File: src/rtl/lis_pkg.sv
package lis_pkg;

	// Fixed-point formats
	localparam int FRAC_BITS = 24;
	localparam int STATE_W   = FRAC_BITS + 1;
	localparam int COEF_W    = 32;
	localparam int PAR_W     = 16;
	localparam int PROD_W    = 64;
	localparam int QUO_W     = 31;
	localparam int NBITS_W   = 5;

	localparam logic [STATE_W-1:0] ONE      = STATE_W'(64'd1 << FRAC_BITS);
	localparam logic [30:0]        Q30_ONE  = 31'h4000_0000;
	localparam logic [31:0]        LN2_Q30  = 32'd744261118;
	localparam logic [31:0]        SIXTY    = 32'd60;
	localparam logic [3:0]         EXP_TERMS = 4'd13;
	localparam logic [3:0]         LN_TERMS  = 4'd12;

	// Register indexes on the configuration port
	typedef enum logic [2:0] {
		CFG_SINI       = 3'd0,
		CFG_ALPHA_GAIN = 3'd1,
		CFG_COEF_A     = 3'd2,
		CFG_COEF_B     = 3'd3,
		CFG_COEF_C     = 3'd4,
		CFG_INIT_COND  = 3'd5,
		CFG_PAR_FLOOR  = 3'd6
	} cfg_idx_t;

	typedef struct packed {
		logic [STATE_W-1:0] sini;
		logic [COEF_W-1:0]  alpha_gain;
		logic [COEF_W-1:0]  coef_a;
		logic [COEF_W-1:0]  coef_b;
		logic [COEF_W-1:0]  coef_c;
		logic [COEF_W-1:0]  init_conductance;
		logic [PAR_W-1:0]   par_floor;
	} cfg_regs_t;

	typedef struct packed {
		logic               start;
		logic [63:0]        num;
		logic [31:0]        den;
		logic [NBITS_W-1:0] nbits;
	} div_req_t;

	typedef struct packed {
		logic             done;
		logic [QUO_W-1:0] quo;
		logic [31:0]      rem;
	} div_rsp_t;

	typedef struct packed {
		logic [STATE_W-1:0] induction;
		logic [STATE_W-1:0] equilibrium;
		logic [STATE_W-1:0] state_sixty;
		logic               fault;
	} res_t;

	// Clamp a value to one in Q1.F
	function automatic logic [STATE_W-1:0] sat_one(input logic [63:0] v);
		logic [STATE_W-1:0] r;
		r = (v > 64'(ONE)) ? ONE : v[STATE_W-1:0];
		return r;
	endfunction

endpackage

File: src/rtl/lis_chan_if.sv
interface lis_item_if;
	logic                      valid;
	logic                      ready;
	logic                      kind;
	logic [lis_pkg::PAR_W-1:0] par;

	modport source (output valid, kind, par, input ready);
	modport sink   (input valid, kind, par, output ready);
endinterface

interface lis_res_if;
	logic                        valid;
	logic                        ready;
	logic [lis_pkg::STATE_W-1:0] induction;
	logic [lis_pkg::STATE_W-1:0] equilibrium;
	logic [lis_pkg::STATE_W-1:0] state_sixty;
	logic                        fault;

	modport source (output valid, induction, equilibrium, state_sixty, fault, input ready);
	modport sink   (input valid, induction, equilibrium, state_sixty, fault, output ready);
endinterface

interface lis_cfg_if;
	logic        valid;
	logic        ready;
	logic [2:0]  index;
	logic [31:0] data;

	modport source (output valid, index, data, input ready);
	modport sink   (input valid, index, data, output ready);
endinterface

File: src/rtl/lis_cfg.sv
module lis_cfg (
	input  logic              clk,
	input  logic              arst_n,
	lis_cfg_if.sink           cfg,
	output lis_pkg::cfg_regs_t regs
);
	import lis_pkg::*;

	// Writes are always taken
	assign cfg.ready = 1'b1;

	// Register file; an unknown index is dropped
	always_ff @(posedge clk or negedge arst_n) begin
		if (!arst_n) begin
			regs.sini             <= '0;
			regs.alpha_gain       <= 32'd16777;
			regs.coef_a           <= 32'd16777;
			regs.coef_b           <= 32'd16777;
			regs.coef_c           <= 32'd16777;
			regs.init_conductance <= 32'd16777;
			regs.par_floor        <= 16'd16;
		end else if (cfg.valid) begin
			case (cfg_idx_t'(cfg.index))
				CFG_SINI:       regs.sini             <= cfg.data[STATE_W-1:0];
				CFG_ALPHA_GAIN: regs.alpha_gain       <= cfg.data;
				CFG_COEF_A:     regs.coef_a           <= cfg.data;
				CFG_COEF_B:     regs.coef_b           <= cfg.data;
				CFG_COEF_C:     regs.coef_c           <= cfg.data;
				CFG_INIT_COND:  regs.init_conductance <= cfg.data;
				CFG_PAR_FLOOR:  regs.par_floor        <= cfg.data[PAR_W-1:0];
				default: ;
			endcase
		end
	end

endmodule

File: src/rtl/lis_div.sv
module lis_div (
	input  logic              clk,
	input  logic              arst_n,
	input  lis_pkg::div_req_t req,
	output lis_pkg::div_rsp_t rsp
);
	import lis_pkg::*;

	logic [63:0]        rem_q;
	logic [63:0]        dsh_q;
	logic [QUO_W-1:0]   quo_q;
	logic [NBITS_W-1:0] cnt_q;
	logic               run_q;
	logic               done_q;
	logic               ge;

	// One quotient bit a cycle, most significant first
	assign ge = rem_q >= dsh_q;

	always_ff @(posedge clk or negedge arst_n) begin
		if (!arst_n) begin
			run_q  <= 1'b0;
			done_q <= 1'b0;
			cnt_q  <= '0;
		end else begin
			done_q <= 1'b0;
			if (req.start) begin
				run_q <= 1'b1;
				cnt_q <= req.nbits;
			end else if (run_q) begin
				cnt_q <= cnt_q - NBITS_W'(1);
				if (cnt_q == NBITS_W'(1)) begin
					run_q  <= 1'b0;
					done_q <= 1'b1;
				end
			end
		end
	end

	// Remainder and shifted divisor
	always_ff @(posedge clk) begin
		if (req.start) begin
			rem_q <= req.num;
			dsh_q <= {32'b0, req.den} << (req.nbits - NBITS_W'(1));
			quo_q <= '0;
		end else if (run_q) begin
			rem_q <= ge ? rem_q - dsh_q : rem_q;
			dsh_q <= dsh_q >> 1;
			quo_q <= {quo_q[QUO_W-2:0], ge};
		end
	end

	assign rsp.done = done_q;
	assign rsp.quo  = quo_q;
	assign rsp.rem  = rem_q[31:0];

endmodule

File: src/rtl/lis_core.sv
module lis_core (
	input  logic                        clk,
	input  logic                        arst_n,
	input  lis_pkg::cfg_regs_t          cfg_regs,
	input  logic                        item_valid,
	output logic                        item_ready,
	input  logic                        item_kind,
	input  logic [lis_pkg::PAR_W-1:0]   item_par,
	output logic                        res_valid,
	output lis_pkg::res_t               res,
	input  logic                        res_ack,
	output lis_pkg::div_req_t           div_req,
	input  lis_pkg::div_rsp_t           div_rsp
);
	import lis_pkg::*;

	typedef enum logic [25:0] {
		ST_IDLE   = 26'h0000001,
		ST_MSEQ   = 26'h0000002,
		ST_GSEQ   = 26'h0000004,
		ST_GXB    = 26'h0000008,
		ST_EXP0   = 26'h0000010,
		ST_DIVW   = 26'h0000020,
		ST_EXPK   = 26'h0000040,
		ST_TMUL   = 26'h0000080,
		ST_TDIV   = 26'h0000100,
		ST_TACC   = 26'h0000200,
		ST_EXPEND = 26'h0000400,
		ST_GXC    = 26'h0000800,
		ST_MS60   = 26'h0001000,
		ST_GS60   = 26'h0002000,
		ST_NRM0   = 26'h0004000,
		ST_NORM   = 26'h0008000,
		ST_ZGOT   = 26'h0010000,
		ST_Z2     = 26'h0020000,
		ST_PMUL   = 26'h0040000,
		ST_PDIV   = 26'h0080000,
		ST_PACC   = 26'h0100000,
		ST_LNE    = 26'h0200000,
		ST_LNS    = 26'h0400000,
		ST_BETA   = 26'h0800000,
		ST_STEP   = 26'h1000000,
		ST_DONE   = 26'h2000000
	} state_t;

	state_t state_q, ret_q;

	logic [STATE_W-1:0] ind_q, seq_q, s60_q;
	logic               fault_q;
	logic [PAR_W-1:0]   par_q;
	logic [43:0]        x_q;
	logic               big_q;
	logic               sel_q;
	logic [5:0]         k_q;
	logic [29:0]        r_q;
	logic [30:0]        term_q;
	logic [31:0]        sum_q;
	logic [3:0]         n_q;
	logic [30:0]        e1_q, e2_q;
	logic [30:0]        m_q;
	logic [4:0]         e_q;
	logic [29:0]        z_q, z2_q, p_q;
	logic [PROD_W-1:0]  prod_q;

	logic [31:0]        ma, mb;
	logic               big;
	logic [30:0]        e_w;
	logic [STATE_W-1:0] s60_w;
	logic               fault_w;
	logic               up;
	logic [STATE_W-1:0] diff;
	logic [STATE_W-1:0] step;
	logic [35:0]        nl;
	logic [30:0]        m_gap;

	assign big     = x_q >= (44'd32 << FRAC_BITS);
	assign e_w     = big_q ? 31'd0 : 31'(sum_q >> k_q);
	assign s60_w   = sat_one({30'b0, prod_q[63:30]});
	assign fault_w = (seq_q == '0) || (s60_w >= seq_q);
	assign up      = seq_q >= ind_q;
	assign diff    = up ? seq_q - ind_q : ind_q - seq_q;
	assign step    = prod_q[54:30];
	assign nl      = 36'({sum_q, 1'b0}) + prod_q[35:0];
	assign m_gap   = Q30_ONE - m_q;

	// Shared multiplier operands and divider requests
	always_comb begin
		ma      = '0;
		mb      = '0;
		div_req = '0;
		case (state_q)
			ST_MSEQ: begin
				ma = cfg_regs.alpha_gain;
				mb = 32'(par_q);
			end
			ST_GSEQ: begin
				ma = cfg_regs.coef_b;
				mb = 32'(par_q);
			end
			ST_EXP0: begin
				if (!big) begin
					div_req.start = 1'b1;
					div_req.num   = 64'(x_q) << (30 - FRAC_BITS);
					div_req.den   = LN2_Q30;
					div_req.nbits = NBITS_W'(6);
				end
			end
			ST_TMUL: begin
				ma = 32'(term_q);
				mb = 32'(r_q);
			end
			ST_TDIV: begin
				div_req.start = 1'b1;
				div_req.num   = 64'(prod_q[59:30]);
				div_req.den   = 32'(n_q);
				div_req.nbits = NBITS_W'(30);
			end
			ST_EXPEND: begin
				if (!sel_q) begin
					ma = cfg_regs.coef_c;
					mb = cfg_regs.init_conductance;
				end else begin
					ma = cfg_regs.coef_a;
					mb = 32'(Q30_ONE - e1_q);
				end
			end
			ST_MS60: begin
				ma = prod_q[61:30];
				mb = 32'(Q30_ONE - e2_q);
			end
			ST_GS60: begin
				if (!fault_w) begin
					div_req.start = 1'b1;
					div_req.num   = 64'(seq_q - s60_w) << 30;
					div_req.den   = 32'(seq_q);
					div_req.nbits = NBITS_W'(31);
				end
			end
			ST_NORM: begin
				if (m_q[30] || m_q[29]) begin
					div_req.start = 1'b1;
					div_req.num   = 64'(m_gap) << 30;
					div_req.den   = 32'(Q30_ONE) + 32'(m_q);
					div_req.nbits = NBITS_W'(30);
				end
			end
			ST_ZGOT: begin
				ma = 32'(div_rsp.quo[29:0]);
				mb = 32'(div_rsp.quo[29:0]);
			end
			ST_PMUL: begin
				ma = 32'(p_q);
				mb = 32'(z2_q);
			end
			ST_PDIV: begin
				div_req.start = 1'b1;
				div_req.num   = 64'(prod_q[59:30]);
				div_req.den   = 32'({n_q, 1'b1});
				div_req.nbits = NBITS_W'(30);
			end
			ST_LNE: begin
				ma = 32'(e_q);
				mb = LN2_Q30;
			end
			ST_LNS: begin
				div_req.start = 1'b1;
				div_req.num   = 64'(nl);
				div_req.den   = SIXTY;
				div_req.nbits = NBITS_W'(30);
			end
			ST_BETA: begin
				ma = 32'(diff);
				mb = 32'(div_rsp.quo);
			end
			default: ;
		endcase
	end

	always_ff @(posedge clk) begin
		prod_q <= 64'(ma) * 64'(mb);
	end

	// Sequencer
	always_ff @(posedge clk or negedge arst_n) begin
		if (!arst_n) begin
			state_q <= ST_IDLE;
			ret_q   <= ST_IDLE;
			ind_q   <= '0;
		end else begin
			case (state_q)
				ST_IDLE: begin
					if (item_valid) begin
						if (item_kind) begin
							ind_q   <= sat_one(64'(cfg_regs.sini));
							seq_q   <= sat_one(64'(cfg_regs.sini));
							s60_q   <= '0;
							fault_q <= 1'b0;
							state_q <= ST_DONE;
						end else begin
							par_q   <= (item_par == '0) ? cfg_regs.par_floor : item_par;
							state_q <= ST_MSEQ;
						end
					end
				end
				ST_MSEQ: state_q <= ST_GSEQ;
				ST_GSEQ: begin
					seq_q   <= sat_one(64'(prod_q[47:4]));
					state_q <= ST_GXB;
				end
				ST_GXB: begin
					x_q     <= prod_q[47:4];
					sel_q   <= 1'b0;
					state_q <= ST_EXP0;
				end
				ST_EXP0: begin
					big_q <= big;
					if (big) begin
						state_q <= ST_EXPEND;
					end else begin
						ret_q   <= ST_EXPK;
						state_q <= ST_DIVW;
					end
				end
				ST_DIVW: begin
					if (div_rsp.done) begin
						state_q <= ret_q;
					end
				end
				ST_EXPK: begin
					k_q     <= div_rsp.quo[5:0];
					r_q     <= div_rsp.rem[29:0];
					term_q  <= Q30_ONE;
					sum_q   <= 32'(Q30_ONE);
					n_q     <= 4'd1;
					state_q <= ST_TMUL;
				end
				ST_TMUL: state_q <= ST_TDIV;
				ST_TDIV: begin
					ret_q   <= ST_TACC;
					state_q <= ST_DIVW;
				end
				ST_TACC: begin
					term_q <= div_rsp.quo;
					// odd terms subtract, even terms add
					sum_q  <= n_q[0] ? sum_q - 32'(div_rsp.quo) : sum_q + 32'(div_rsp.quo);
					if (n_q == EXP_TERMS) begin
						state_q <= ST_EXPEND;
					end else begin
						n_q     <= n_q + 4'd1;
						state_q <= ST_TMUL;
					end
				end
				ST_EXPEND: begin
					if (!sel_q) begin
						e1_q    <= e_w;
						state_q <= ST_GXC;
					end else begin
						e2_q    <= e_w;
						state_q <= ST_MS60;
					end
				end
				ST_GXC: begin
					x_q     <= 44'(prod_q[63:FRAC_BITS]);
					sel_q   <= 1'b1;
					state_q <= ST_EXP0;
				end
				ST_MS60: state_q <= ST_GS60;
				ST_GS60: begin
					s60_q   <= s60_w;
					fault_q <= fault_w;
					if (fault_w) begin
						state_q <= ST_DONE;
					end else begin
						ret_q   <= ST_NRM0;
						state_q <= ST_DIVW;
					end
				end
				ST_NRM0: begin
					m_q     <= div_rsp.quo;
					e_q     <= '0;
					state_q <= ST_NORM;
				end
				ST_NORM: begin
					// normalise into [0.5, 1]
					if (m_q[30] || m_q[29]) begin
						ret_q   <= ST_ZGOT;
						state_q <= ST_DIVW;
					end else begin
						m_q <= {m_q[29:0], 1'b0};
						e_q <= e_q + 5'd1;
					end
				end
				ST_ZGOT: begin
					z_q     <= div_rsp.quo[29:0];
					state_q <= ST_Z2;
				end
				ST_Z2: begin
					z2_q    <= prod_q[59:30];
					p_q     <= z_q;
					sum_q   <= 32'(z_q);
					n_q     <= 4'd1;
					state_q <= ST_PMUL;
				end
				ST_PMUL: state_q <= ST_PDIV;
				ST_PDIV: begin
					p_q     <= prod_q[59:30];
					ret_q   <= ST_PACC;
					state_q <= ST_DIVW;
				end
				ST_PACC: begin
					sum_q <= sum_q + 32'(div_rsp.quo);
					if (n_q == LN_TERMS) begin
						state_q <= ST_LNE;
					end else begin
						n_q     <= n_q + 4'd1;
						state_q <= ST_PMUL;
					end
				end
				ST_LNE: state_q <= ST_LNS;
				ST_LNS: begin
					ret_q   <= ST_BETA;
					state_q <= ST_DIVW;
				end
				ST_BETA: state_q <= ST_STEP;
				ST_STEP: begin
					// move towards equilibrium, clamped to [0, 1]
					if (up) begin
						ind_q <= sat_one(64'(ind_q) + 64'(step));
					end else begin
						ind_q <= (step > ind_q) ? '0 : ind_q - step;
					end
					state_q <= ST_DONE;
				end
				ST_DONE: begin
					if (res_ack) begin
						state_q <= ST_IDLE;
					end
				end
				default: state_q <= ST_IDLE;
			endcase
		end
	end

	assign item_ready      = state_q == ST_IDLE;
	assign res_valid       = state_q == ST_DONE;
	assign res.induction   = ind_q;
	assign res.equilibrium = seq_q;
	assign res.state_sixty = s60_q;
	assign res.fault       = fault_q;

	a_done_in_wait: assert property (@(posedge clk) disable iff (!arst_n)
		div_rsp.done |-> state_q == ST_DIVW)
		else $error("divider finished outside its wait state");

	a_state_bounded: assert property (@(posedge clk) disable iff (!arst_n)
		ind_q <= ONE)
		else $error("induction state above one");

	a_fault_holds: assert property (@(posedge clk) disable iff (!arst_n)
		(state_q == ST_GS60 && fault_w) |=> ($stable(ind_q) && fault_q))
		else $error("faulted tick moved the induction state");

endmodule

File: src/rtl/leaf_induction_state_step_unit.sv
// Leaf induction state stepper.
// Channels: item (kind, par) in, result (induction, equilibrium, state_sixty,
// fault) out, and a register write port cfg (index, data), all valid/ready.
// A beat moves on a rising edge with valid and ready high. cfg is always
// ready; write it only while the block is idle.
// Rate: one item at a time; item.ready is high only while idle. A restart
// beat goes straight to the done state and then into the output register.
// A tick runs two exponentials (13-term series), a divide, a log (12-term
// series) and the state update through one 32x32 multiplier and one
// radix-2 divider that gives one quotient bit a cycle. An exponent argument
// large enough to give zero skips its series, and a faulted tick skips the
// log and the state update.
// The result sits in an output register: the sequencer hands it over and is
// ready for the next item while the receiver stalls, and holds only when
// that register is still full.
// Reset clears the induction state to zero and loads register defaults.
module leaf_induction_state_step_unit (
	input  logic      clk,
	input  logic      arst_n,
	lis_item_if.sink  item,
	lis_res_if.source result,
	lis_cfg_if.sink   cfg
);
	import lis_pkg::*;

	cfg_regs_t regs;
	div_req_t  div_req;
	div_rsp_t  div_rsp;
	res_t      core_res;
	res_t      out_q;
	logic      core_valid;
	logic      take;
	logic      out_valid_q;

	lis_cfg u_cfg (
		.clk    (clk),
		.arst_n (arst_n),
		.cfg    (cfg),
		.regs   (regs)
	);

	lis_div u_div (
		.clk    (clk),
		.arst_n (arst_n),
		.req    (div_req),
		.rsp    (div_rsp)
	);

	lis_core u_core (
		.clk        (clk),
		.arst_n     (arst_n),
		.cfg_regs   (regs),
		.item_valid (item.valid),
		.item_ready (item.ready),
		.item_kind  (item.kind),
		.item_par   (item.par),
		.res_valid  (core_valid),
		.res        (core_res),
		.res_ack    (take),
		.div_req    (div_req),
		.div_rsp    (div_rsp)
	);

	// Load the output register when it is empty or being drained
	assign take = core_valid && (!out_valid_q || result.ready);

	always_ff @(posedge clk or negedge arst_n) begin
		if (!arst_n) begin
			out_valid_q <= 1'b0;
		end else if (take) begin
			out_valid_q <= 1'b1;
		end else if (result.ready) begin
			out_valid_q <= 1'b0;
		end
	end

	always_ff @(posedge clk) begin
		if (take) begin
			out_q <= core_res;
		end
	end

	assign result.valid       = out_valid_q;
	assign result.induction   = out_q.induction;
	assign result.equilibrium = out_q.equilibrium;
	assign result.state_sixty = out_q.state_sixty;
	assign result.fault       = out_q.fault;

endmodule
File: src/flat_wrapper.sv
// flat-port wrapper written by rule: the top's interface ports become plain ports
module leaf_induction_state_step_unit_flat import lis_pkg::*;
  (clk, arst_n, item_valid, item_kind, item_par, item_ready, result_valid, result_induction, result_equilibrium, result_state_sixty, result_fault, result_ready, cfg_valid, cfg_index, cfg_data, cfg_ready);
  lis_item_if item_i ();
  lis_res_if result_i ();
  lis_cfg_if cfg_i ();
  input  logic clk;
  input  logic arst_n;
  input wire logic [$bits(item_i.valid)-1:0] item_valid;
  input wire logic [$bits(item_i.kind)-1:0] item_kind;
  input wire logic [$bits(item_i.par)-1:0] item_par;
  output wire logic [$bits(item_i.ready)-1:0] item_ready;
  output wire logic [$bits(result_i.valid)-1:0] result_valid;
  output wire logic [$bits(result_i.induction)-1:0] result_induction;
  output wire logic [$bits(result_i.equilibrium)-1:0] result_equilibrium;
  output wire logic [$bits(result_i.state_sixty)-1:0] result_state_sixty;
  output wire logic [$bits(result_i.fault)-1:0] result_fault;
  input wire logic [$bits(result_i.ready)-1:0] result_ready;
  input wire logic [$bits(cfg_i.valid)-1:0] cfg_valid;
  input wire logic [$bits(cfg_i.index)-1:0] cfg_index;
  input wire logic [$bits(cfg_i.data)-1:0] cfg_data;
  output wire logic [$bits(cfg_i.ready)-1:0] cfg_ready;
  assign item_i.valid = item_valid;
  assign item_i.kind = item_kind;
  assign item_i.par = item_par;
  assign item_ready = item_i.ready;
  assign result_valid = result_i.valid;
  assign result_induction = result_i.induction;
  assign result_equilibrium = result_i.equilibrium;
  assign result_state_sixty = result_i.state_sixty;
  assign result_fault = result_i.fault;
  assign result_i.ready = result_ready;
  assign cfg_i.valid = cfg_valid;
  assign cfg_i.index = cfg_index;
  assign cfg_i.data = cfg_data;
  assign cfg_ready = cfg_i.ready;
  leaf_induction_state_step_unit u_core (.clk(clk), .arst_n(arst_n), .item(item_i), .result(result_i), .cfg(cfg_i));
endmodule
File: config.mk
export PLATFORM = sky130hd
export DESIGN_NAME = leaf_induction_state_step_unit_flat
export DESIGN_NICKNAME = d
export VERILOG_FILES = /design/src/rtl/lis_pkg.sv /design/src/rtl/lis_chan_if.sv /design/src/rtl/lis_cfg.sv /design/src/rtl/lis_div.sv /design/src/rtl/lis_core.sv /design/src/rtl/leaf_induction_state_step_unit.sv /design/src/flat_wrapper.sv
export SDC_FILE = /design/constraint.sdc
export NUM_CORES = 2
export LEC_CHECK = 0
export ABC_AREA = 0
export BUFFER_PORTS_ARGS = -buffer_cell sky130_fd_sc_hd__buf_2
export CAP_MARGIN = 5
export CORE_ASPECT_RATIO = 1.5
export CORE_MARGIN = 2
export CORE_UTILIZATION = 40
export DETAILED_ROUTE_END_ITERATION = 6
export PLACE_DENSITY = 0.62
export SKIP_LAST_GASP = 1
export SYNTH_ARGS = -nofsm -noshare
export SYNTH_HDL_FRONTEND = slang
export SYNTH_SLANG_ARGS = --single-unit
File: constraint.sdc
create_clock -name clk -period 14.05 [get_ports clk]
set_input_delay 2.81 -clock clk [delete_from_list [all_inputs] [get_ports clk]]
set_output_delay 2.81 -clock clk [all_outputs]
set_load 0.02 [all_outputs]
# After elaboration in Yosys (flattened, before gate mapping)
# Index checks and enable logic that the tools add are counted.
[classes]
n_addsub = 17
mul = 1
div = 0
order_cmp = 9
n_eq_ne = 45
n_shift = 2
n_mux = 70
bitwise = 2
n_reduce_logical = 51
[op_table]
columns = ["operator", "n"]
rows = [
  ["$pmux 102 s6", 1],
  ["$pmux 26 s23", 1],
  ["$mux 64", 5],
  ["$mux 102", 3],
  ["$pmux 32 s9", 1],
  ["$mux 25", 11],
  ["$pmux 32 s8", 1],
  ["$mux 26", 9],
  ["$pmux 26 s6", 1],
  ["$pmux 25 s2", 3],
  ["$pmux 32 s4", 1],
  ["$pmux 31 s2", 2],
  ["$mux 32", 3],
  ["$pmux 44 s2", 1],
  ["$sub 25x25->25", 3],
  ["$ge 64x64->1", 1],
  ["$mul 32x32->64", 1],
  ["$shl 32x5->64", 1],
  ["$sub 31x31->32 const A", 2],
  ["$sub 64x64->64", 1],
  ["$mux 31", 2],
  ["$pmux 30 s2", 1],
  ["$ge 25x25->1", 2],
  ["$ge 44x30->1 const B", 1],
  ["other kinds (75)", 139],
]
[word_totals]
register_bits = 989
latchBits = 0
ramBits = 0
romBits = 0
in_bits = 57
output_inout_bits = 79
elab_cells = 238
n_memories = 0

# Longest topological paths before layout
[logic_depth]
depth_word = 9
depth_mapped = 48
ltp_nobuf = 45

# Hierarchy
# A second synthesis with hierarchy kept.
[hier_totals]
cells_unflattened = 9695
area_unflattened_um2 = 92220.9
[modules_own_cells]
columns = ["module", "instances", "cells_per_inst", "area_per_inst_um2", "seq_area_each_um2"]
rows = [
  ["lis_core", 1, 7713, 69464.1, 14866.8],
  ["lis_div", 1, 1466, 12847.3, 4609.4],
  ["lis_cfg", 1, 436, 7583.5, 5062.4],
  ["leaf_induction_state_step_unit", 1, 80, 2326.0, 2307.2],
]

# Least setup slack after synthesis
# Ideal clock, no wire load.
[synth_timing]
path_type = "register to register"
from = "reg u_core.u_core.prod_q[34]"
to = "reg u_core.u_div.rem_q[0], enable pin"
arrival_time_ns = 10.148
t_required_ns = 13.466
path_slack_ns = 3.318
path_stages_with_launch = 22
n_path_buf = 3
path_cell_list = "dfxtp_1 -> clkbuf_1 -> nor4_1 -> nand3_1 -> nor4_1 -> nand4_1 -> a21oi_1 -> clkbuf_1 -> nand2_1 -> ha_1 -> a21oi_1 -> o2111ai_1 -> a21oi_1 -> a211oi_1 -> nand3_1 -> clkinv_1 -> nor2_1 -> nand2_1 -> inv_1 -> clkbuf_1 -> nand2_1 -> a21boi_0"
[synth_between]
elab_chain_len = 8
elab_cells_between_ends = 9
cone_classes = "order compare (2); mux (3); reduce/logical (4)"
[synth_rtl]
columns = ["item", "line_no", "source"]
rows = [
  ["start: declaration", "lis_core.sv:63", "logic [PROD_W-1:0] prod_q;"],
  ["start signal: assignment", "lis_core.sv:180", "prod_q <= 64'(ma) * 64'(mb);"],
  ["$gt 34x25->1", "lis_pkg.sv:63", "r = (v > 64'(ONE)) ? ONE : v[STATE_W-1:0];"],
  ["$mux 25 *", "lis_pkg.sv:63", ""],
  ["$ge 25x25->1 *", "lis_core.sv:79", "assign fault_w = (seq_q == '0) || (s60_w >= seq_q);"],
  ["$logic_or 1x1->1 *", "lis_core.sv:79", ""],
  ["$mux 102 *", "lis_core.sv:132", "if (!fault_w) begin"],
  ["$pmux 102 s6 *", "lis_core.sv:91", "case (state_q)"],
  ["$reduce_bool 2->1 (no source line)", "--", ""],
  ["$reduce_and 2->1 (no source line) *", "--", ""],
  ["end signal: assignment", "lis_div.sv:43", "rem_q <= req.num;"],
  ["end signal: assignment", "lis_div.sv:47", "rem_q <= ge ? rem_q - dsh_q : rem_q;"],
  ["end: declaration", "lis_div.sv:9", "logic [63:0] rem_q;"],
]
# Mark *: on every way between the ends. The rest lies on a longest branch, timed or not.
# A chain may end at the register's enable or synchronous reset.

# Worst setup path after layout
[layout_timing]
from = "reg u_core.u_core.seq_q[10]"
to = "reg u_core.u_core.prod_q[62]"
[layout_between]
elab_chain_len = 4
elab_cells_between_ends = 6
cone_classes = "add/sub (2); mul (1); order compare (1); mux (2)"
[layout_rtl]
columns = ["item", "line_no", "source"]
rows = [
  ["start: declaration", "lis_core.sv:48", "logic [STATE_W-1:0] ind_q, seq_q, s60_q;"],
  ["start signal: assignment", "lis_core.sv:195", "seq_q <= sat_one(64'(cfg_regs.sini));"],
  ["start signal: assignment", "lis_core.sv:207", "seq_q <= sat_one(64'(prod_q[47:4]));"],
  ["$sub 25x25->25 / $ge 25x25->1 (equally long branches)", "lis_core.sv:81, lis_core.sv:80", ""],
  ["$mux 25 *", "lis_core.sv:81", "assign diff = up ? seq_q - ind_q : ind_q - seq_q;"],
  ["$pmux 32 s9 *", "lis_core.sv:91", ""],
  ["$mul 32x32->64 *", "lis_core.sv:180", ""],
]
# Marks and branches as above.

==> reports/qor.txt <==
Run status = complete, but fails checks
Failing checks = DRC
Commonest cells in the netlist = inv_1 (1216), nand2_1 (1005), nor2_1 (955)
Hold WC Path Type = flip-flop to flip-flop
Critical path startpoint category = flip-flop
Seq cells post-synth = 969
IO Pins = 136
Hold_ws = 0.420 ns
Chip width = 396 µm
Die H = 593 µm
Critical path fanouts, max = 13
Pin count of the biggest net entering global routing = 71
Post-CTS Resized = 0
Fin nets = 11.3k
Drt drc = 1
Crit path capture type = flip-flop
H-tree depth = 3
FP Rows = 216
Share of cells above drive strength 1 = 0.109
Maximum VDD drop = 116 µV
Critical Path RT = 14.66 ns
Post-Synthesis Cells = 9773
Reported max-cap violation count = 0
Syn_area_per_cell = 9.45 µm²
Final worst setup slack = 0.355 ns
Routed len/inst = 34.5 µm
Synthesized area = 0.0924 mm²
Core Util, Final = 0.440
Area Growth Syn to Fin = 9.64%
RSZ-0062 raised after global routing = false
CTS clk-pin slew, worst paths = 0.07 ns
Clock buffer count from CTS = 102
PD cells = 94.3 mW/mm²
Ys Warns = 0
Initial DRC count = 9993
Distinct cell type count of the synthesized netlist = 111
Post-synth ARST share = 0.276
Setup Skew = 0.0921 ns
Initial antenna violation count = 51
DP Area = 0.0976 mm²
Leading area contributor after synthesis = edfxtp_1
Slew Limit Fails = 0
Period utilization = 0.975
Global-route wire length before repair = 617 mm
Top-count cell post-synth = inv_1
Worst-Skew Late Latency = 0.80 ns
Detailed-route via count = 81.5k
Pleak = 43.5 nW
Die area = 0.235 mm²
Core area = 0.230 mm²
Sum Neg Setup Slack = 0 ns
Arr. time, crit path = 14.30 ns
Post-CTS Setup Repair Bufs = 0
GRT Residual Overflow = 0
Drt pass-1 iters = 7
Synth Net Count = 11.3k
Crit-path slowest cell = o21a_1
Clock Sinks = 969
Number of global-route vias before repair = 81.5k
Max Fclk = 73.0 MHz
CTS tree = done
Fillers = 22.5k
Worst Setup Path Type = flip-flop to flip-flop
Top cells by area, synth = edfxtp_1 (20%), fa_1 (20%), ha_1 (7.5%)
Sequential area share after synthesis = 0.291
Rel. slew slack = 0.00200
Synth Flop Type = edfxtp_1
Initial Util = 0.401
Clock Tree Root = clkbuf_16
Worst-case clock buffer depth = 3
Most used cell, CP = fa_1
Worst slack, placed = 0.854 ns
Final Hold Fails = 0
Yosys top cell area share = 0.197
Design Area, Final = 0.101 mm²
Post-synth EDFFs = 607
Post-layout min period = 13.70 ns
Cts hold-fix bufs = 0
Vias per std cell = 6.29
Worst Tran Pin Value = 1.50 ns
Detailed Route WL = 447 mm
DP HPWL = 346 mm
Slowest stage delay, CP = 1.06 ns
Routability cong. = 1.09
Antenna Nets Post-Route = 0
Final Setup Violations = 0
Total track usage = 0.375
Port-buffer cells = 134
-- path summary, 6_finish.rpt --
path,slack (ns),from,cells after the start,to
worst min register to register,0.42,u_core.u_core.s60_q[24],0,u_core.result.state_sixty[24]
worst min-delay path,0.42,u_core.u_core.s60_q[24],0,u_core.result.state_sixty[24]
min in group asynchronous,1.97,arst_n,1,u_core.u_cfg.regs[116]
worst max-delay path,0.35,u_core.u_core.seq_q[10],40,u_core.u_core.prod_q[62]
worst max register to register,0.35,u_core.u_core.seq_q[10],40,u_core.u_core.prod_q[62]
max in group asynchronous,9.02,arst_n,4,u_core.u_cfg.regs[53]
-- placed cells by master (no fill, tap or decap), types with 59 or more instances in the layout --
cell type / netlist / routed
nor2b_1: 82 / 81
mux2_2: 259 / 259
nand4_1: 68 / 68
buf_4: 3 / 297
clkbuf_16: 0 / 106
edfxtp_1: 607 / 607
fa_1: 905 / 905
o21bai_1: 70 / 70
buf_2: 70 / 134
ha_1: 555 / 554
mux2i_1: 160 / 160
nand2_1: 1005 / 1002
a21oi_1: 459 / 452
a221oi_1: 67 / 63
xnor2_1: 211 / 211
a21o_1: 177 / 177
o21ai_0: 403 / 402
nor3_1: 148 / 142
nand3_1: 103 / 102
nor4_1: 90 / 87
dfrtp_1: 239 / 238
nand2b_1: 140 / 139
a22oi_1: 69 / 69
inv_1: 1216 / 1214
dfxtp_1: 95 / 95
nor2_1: 955 / 947
and2_1: 73 / 71
a211oi_1: 73 / 66
and3_1: 59 / 59
xor2_1: 107 / 107
-- cell type report --
type,count,area (µm²),share of cell area
sequential,969,26800,0.265
clock buffer,137,2910,0.0287
inverter,1221,4580,0.0453
antenna,52,130,0.00128
tap,3052,3820,0.0377
multi-input combinational,7036,59400,0.586
timing repair buffer,436,3000,0.0296
clock inverter,56,606,0.00598
-- layer usage --
layer	part of all wire	routed length, µm	vias to the layer above	GRT usage
met5	0.00021	93	-	0
met4	0.12	54000	12	0.371
met3	0.093	41500	1854	0.0891
met2	0.46	207000	5315	0.609
met1	0.32	144000	41000	0.393
li1	-	-	33300	-
-- where the power goes --
part           total [mW]  switching, mW  internal (mW)  leakage (nW)
Sequential           3.51          0.246           3.26          9.64
Combinational        3.09           2.16          0.937          32.1
Clock                2.95           1.37           1.57          1.73
Total                9.55           3.77           5.78          43.5
-- state kept, by name, indices dropped and copies added, names as in the netlist, 31 cells and up --
| name | cells |
|---|---|
| u_core.u_core.e1_q | 31 |
| u_core.u_core.prod_q | 64 |
| u_core.u_core.term_q | 31 |
| u_core.u_core.e2_q | 31 |
| u_core.u_div.dsh_q | 63 |
| u_core.u_div.rem_q | 64 |
| u_core.u_core.sum_q | 32 |
| u_core.u_cfg.regs | 201 |
| u_core.u_div.quo_q | 31 |
| u_core.u_core.m_q | 31 |
| u_core.u_core.x_q | 44 |
-- cells by family after synthesis --
| group | count (synthesis) | synth area share |
|---|---|---|
| AO/OA/AOI/OAI | 1909 | 0.139 |
| XOR/XNOR | 318 | 0.0302 |
| adder cells (fa/ha/maj) | 1460 | 0.271 |
| buffers and inverters | 1768 | 0.0733 |
| flip-flops | 969 | 0.291 |
| multiplexers | 428 | 0.0511 |
| other | 1 | 0.0000406 |
| AND/OR/NAND/NOR | 2920 | 0.144 |
-- critical path, delay by kind of cell (launching register included) --
kind                     cells  cell delay (ns)
adder cells (fa/ha/maj)     10             4.96
AO/OA/AOI/OAI               11             3.27
AND/OR/NAND/NOR             10             2.42
buffers and inverters        8             1.45
XOR/XNOR                     1             0.77
flip-flops                   1             0.70
-- per-stage QoR --
| step | cells | power [mW] |
|---|---|---|
| final | 13000 | 9.55 |
| after detailed placement | 12700 | 6.51 |
| after global placement | 12700 | 6.49 |
| after CTS | 12900 | 9.42 |
| after global routing | 12900 | 9.75 |
| after floorplan | 9773 | 5.15 |
No activity file was read; power rests on OpenSTA's default activity.
